File: src/rtl/core/gha_pkg.sv
package gha_pkg;

	// Width of the per-kind byte totals; the totals saturate at all ones.
	localparam int LEN_CNT_W = 36;

	// One GHASH block and one half of it.
	localparam int BLOCK_W = 128;
	localparam int HALF_W = 64;
	localparam int BLOCK_BYTES = BLOCK_W / 8;

	// Width of a byte count on the stream and of the mode code.
	localparam int COUNT_W = 5;
	localparam int MODE_W = 2;

	// GCM reduction polynomial in reflected order: 0xE1 followed by 120 zero bits.
	localparam logic [BLOCK_W-1:0] REDUCE_POLY = {8'he1, {(BLOCK_W - 8){1'b0}}};

	// Kind of an input beat.
	typedef enum logic [MODE_W-1:0] {
		MODE_AAD    = 2'd0,
		MODE_CIPHER = 2'd1,
		MODE_FINISH = 2'd2
	} mode_t;

	// A data block after padding, with its clamped byte count.
	typedef struct packed {
		logic [BLOCK_W-1:0] block;
		logic [COUNT_W-1:0] count;
		logic               active;
	} pad_res_t;

endpackage

File: src/rtl/core/gha_pad.sv
module gha_pad
	import gha_pkg::*;
(
	input  logic [BLOCK_W-1:0] block,
	input  logic [COUNT_W-1:0] count,
	output pad_res_t           res
);

	logic [COUNT_W-1:0] count_eff;
	logic [BLOCK_W-1:0] masked;

	// Counts above a full block are taken as a full block.
	assign count_eff = (count > COUNT_W'(BLOCK_BYTES)) ? COUNT_W'(BLOCK_BYTES) : count;

	// Clear every byte at or past the count; byte 0 sits in the top bits.
	always_comb begin
		for (int i = 0; i < BLOCK_BYTES; i++) begin
			if (COUNT_W'(i) < count_eff) begin
				masked[BLOCK_W - 1 - 8 * i -: 8] = block[BLOCK_W - 1 - 8 * i -: 8];
			end else begin
				masked[BLOCK_W - 1 - 8 * i -: 8] = 8'h00;
			end
		end
	end

	assign res.block  = masked;
	assign res.count  = count_eff;
	assign res.active = (count != '0);

endmodule

File: config.mk
export PLATFORM = sky130hd
export DESIGN_NAME = gha_pad
export DESIGN_NICKNAME = d
export VERILOG_FILES = /design/src/rtl/core/gha_pkg.sv /design/src/rtl/core/gha_pad.sv
export SDC_FILE = /design/constraint.sdc
export NUM_CORES = 1
export LEC_CHECK = 0
export BUFFER_PORTS_ARGS = -buffer_cell sky130_fd_sc_hd__buf_2
export CAP_MARGIN = 30
export CORE_AREA = 4 4 100 102
export DETAILED_ROUTE_END_ITERATION = 8
export DIE_AREA = 0 0 104 106
export PLACE_DENSITY = 0.55
export SLEW_MARGIN = 20
export SYNTH_ARGS = -nofsm -noshare
export SYNTH_HDL_FRONTEND = slang
export SYNTH_SLANG_ARGS = --single-unit
File: constraint.sdc
create_clock -name vclk -period 4.05
set_input_delay 0.81 -clock vclk [all_inputs]
set_output_delay 0.81 -clock vclk [all_outputs]
set_load 0.01 [all_outputs]
==> Yosys cells after proc, flatten, opt, wreduce, memory -nomap -nowiden <==
Cells that the tools add are included.
{ "word_totals": {"wordCells": 35, "regBits": 0, "inputBits": 133} }
{ "op_classes": {"n_mux": 17, "n_lt_le_gt_ge": 17, "n_reduce_logical": 1} }
{ "ops": {"columns": ["cell", "count"], "rows": [
  ["2-to-1 mux 8 bit", 16],
  ["< comparator 4 x 5 -> 1 bit, first input constant", 8],
  ["< comparator 3 x 5 -> 1 bit, first input constant", 4],
  ["< comparator 1 x 5 -> 1 bit, first input constant", 2],
  ["< comparator 2 x 5 -> 1 bit, first input constant", 2],
  ["greater-than comparator 5 bit, second input constant", 1],
  ["2-to-1 mux 5 bit", 1],
  ["nonzero test 5 bit", 1]
]} }

==> Longest topological paths before layout <==
{ "logic_depth": {"depth_word": 4, "depth_mapped": 4, "depth_no_buf": 2} }

==> Worst setup path before layout <==
OpenSTA, ideal clock, no wires.
{ "synth_path": {"path_type": "input-to-output", "from": "in count[0]", "to": "out res[62] (netlist bit)", "stages": 4, "setup_slack_ns": 1.481, "arrival_ns": 1.759, "path_cell_list": "buf_6 or4_1 buf_2 and3_1"} }
{ "synth_rtl": {"columns": ["item", "line_no", "text"], "rows": [
  ["start: declaration", "gha_pad.sv:5", "input logic [COUNT_W-1:0] count,"],
  ["end: declaration", "gha_pad.sv:6", "output pad_res_t res"]
]} }

==> metrics.md <==
| Metric | Value |
|---|---|
| Final ANT Viol Nets | `0` |
| Clkbuf count | `0` |
| Met1 Use GR | `12.8%` |
| Crit-path cells | `buf_2 > or4_1 > and3_1 > buf_2` |
| Fillers | `1029` |
| Pre-antenna DRT Iters | `4` |
| Worst slew margin | `51.5%` |
| Fmax | `341 MHz` |
| GRT overflow | `0` |
| # DRC | `0` |
| Final WS setup | `1.11 ns` |
| Buf+Inv Stages, Crit Path | `2` |
| CP max FO | `26` |
| Hold path endpoint | `res[72]` |
| N_diodes | `0` |
| Arrival time at the worst endpoint | `2.13 ns` |
| Crit-path slowest cell | `or4_1` |
| Sequential cell count | `0` |
| Top Ports | `267` |
| CP max stage delay | `0.66 ns` |
| Total core area | `0.00911 sq mm` |
| FP Rows | `35` |
| First-pass GRT wire length | `10800 um` |
| Met2 Use GR | `23.3%` |
| Net Sw Frac | `50.6%` |
| GRT Max-Usage Layer | `met2` |
| Flop pwr share | `0%` |
| Synth Warn # | `0` |
| Clk pwr share | `0%` |
| CTS Hold Bufs | `0` |
| HP Start | `block[66]` |
| Setup CP Type | `primary input to output pin` |
| Crit share post-route | `72.5%` |
| CTS-repair resized insts | `0` |
| Pwr Density | `115 mW/mm^2` |
| Vias in the first global route | `2185` |
| Worst hold path type | `primary input to output pin` |
| Commonest cells after routing, fill and taps aside | `buf_2 (267), nor2b_1 (51), a21boi_0 (32), and2b_1 (17)` |
| FF/Latch Area | `0 sq um` |
| Cells after synthesis | `162` |
| Hold Slack | `1.91 ns` |
| Layout area overhead | `128%` |
| Leak pwr | `1.55 nW` |
| Largest net degree at the start of global routing | `27` |
| Startpoint types | `primary input` |
| Setup TNS | `0 ns` |
| Postcts setup bufs | `0` |
| Max-cap violations | `0` |
| DP Wirelength | `6350 um` |
| Via/cell ratio | `4.09` |
| Avg WL per Cell | `13.9 um` |
| Commonest non-fill, non-tap cell in the layout | `buf_2` |
| Critical path's top delay family | `simple AND/OR/NAND/NOR gates` |
| Total Wirelength | `7330 um` |
| Initial antenna violation count | `0` |
| Vias | `2165` |
| Internal power | `0.143 mW` |
| Layout Nets | `553` |
| Required time of the critical path | `3.24 ns` |
| Max rail drop VDD | `0.0613 mV` |
| Die ar. | `0.0110 sq mm` |
| Mapped Area | `0.00111 sq mm` |
| CP endpoint kind | `output pin` |
| Comb pwr share | `100.0%` |
| Run status | `finished, final reports clean` |
| Syn Nets | `295` |
| Design Power | `0.289 mW` |
| GR met3 Demand/Resource | `2.79%` |
| Buffers added on ports | `267` |
| Post-synthesis sequential area ratio | `0%` |
| Crit path time final | `2.94 ns` |
| Worst Tran Pin Value | `0.720 ns` |
| Psw | `0.146 mW` |
| Share of post-route cells with drive strength above 1 | `65.3%` |
| GP Congestion | `0.852` |
| Initial Util | `12.1%` |
| Pre-CTS setup slack | `1.08 ns` |
| Die width | `104 um` |
| RSZ-0062 raised after global routing | `no` |
| Initial drt markers | `96` |
| Synth unique cells | `26` |
| Hold path cells | `3` |
| Final setup fails | `0` |
| Core Util, Final | `27.7%` |
| Synthesized area per cell | `6.83 sq um` |
| Die Ht | `106 um` |
| Most Frequent Cell on Critical Path | `buf_2` |
| Final hold viol count | `0` |
| Pins Over Slew Limit | `0` |
| Gr usage total | `11.6%` |
-- power groups by stage --
stage / registers (mW) / clock network (mW) / logic, mW
CTS: 0 / 0 / 0.294
global placement: 0 / 0 / 0.291
detailed placement: 0 / 0 / 0.293
floorplan: 0 / 0 / 0.135
finish: 0 / 0 / 0.289
global route: 0 / 0 / 0.318
-- metal layers --
layer	share of wire [%]	wire, um
met5	0	0
met4	0.60	44
met1	37	2710
met3	11	772
met2	52	3800
-- final cells by class --
class                      count  area [sq um]  share of cell area [%]
inverter                       1          3.75                   0.149
timing repair buffer         268          1340                    53.2
tap                          111           139                    5.50
multi-input combinational    149          1040                    41.2
-- cell families (layout without fill, tap and decap cells) --
kind of cell | count (synthesis) | in the layout | synth area share [%]
compound gates | 42 | 42 | 30.9
buf+inv | 13 | 269 | 6.00
simple gates | 107 | 107 | 63.1
-- through the flow --
stage	area (sq um)	cells
floorplan	1110	162
global placement	2530	529
detailed placement	2530	529
CTS	2530	529
global route	2530	529
finish	2530	529
-- Yosys cell counts --
library cell	number	area share, %
nor2_1	2	0.68
buf_6	1	1.0
buf_2	4	1.8
a21oi_1	1	0.45
o211ai_1	1	0.68
or4_1	1	0.68
o21ai_0	2	0.91
and2b_1	17	12
a21boi_0	32	22
inv_1	1	0.34
a311oi_2	1	1.4
a2111oi_4	1	2.5
clkbuf_1	5	1.7
nor4_4	1	1.9
nand2_1	1	0.34
a31oi_1	1	0.57
buf_4	1	0.68
a41oi_1	1	0.79
nor2b_1	51	29
clkbuf_2	1	0.45
or2_2	1	0.57
a211oi_2	1	1.1
a211o_1	1	0.79
and3_1	16	9.1
nor3_1	1	0.45
and2_1	16	9.1
-- worst max path at each step --
| stage | slack, ns | from | cells after the start | end |
|---|---|---|---|---|
| 2_1_floorplan | 1.48 | count[0] | 4 | res[62] |
| 3_3_place_gp | 1.12 | count[4] | 4 | res[69] |
| 3_5_place_dp | 1.08 | count[4] | 4 | res[64] |
| 4_1_cts | 1.08 | count[4] | 4 | res[63] |
| 5_1_grt | 0.89 | count[1] | 4 | res[97] |
| 6_report | 1.11 | count[4] | 4 | res[63] |
Note: power is estimated with default switching activity, not from simulation.
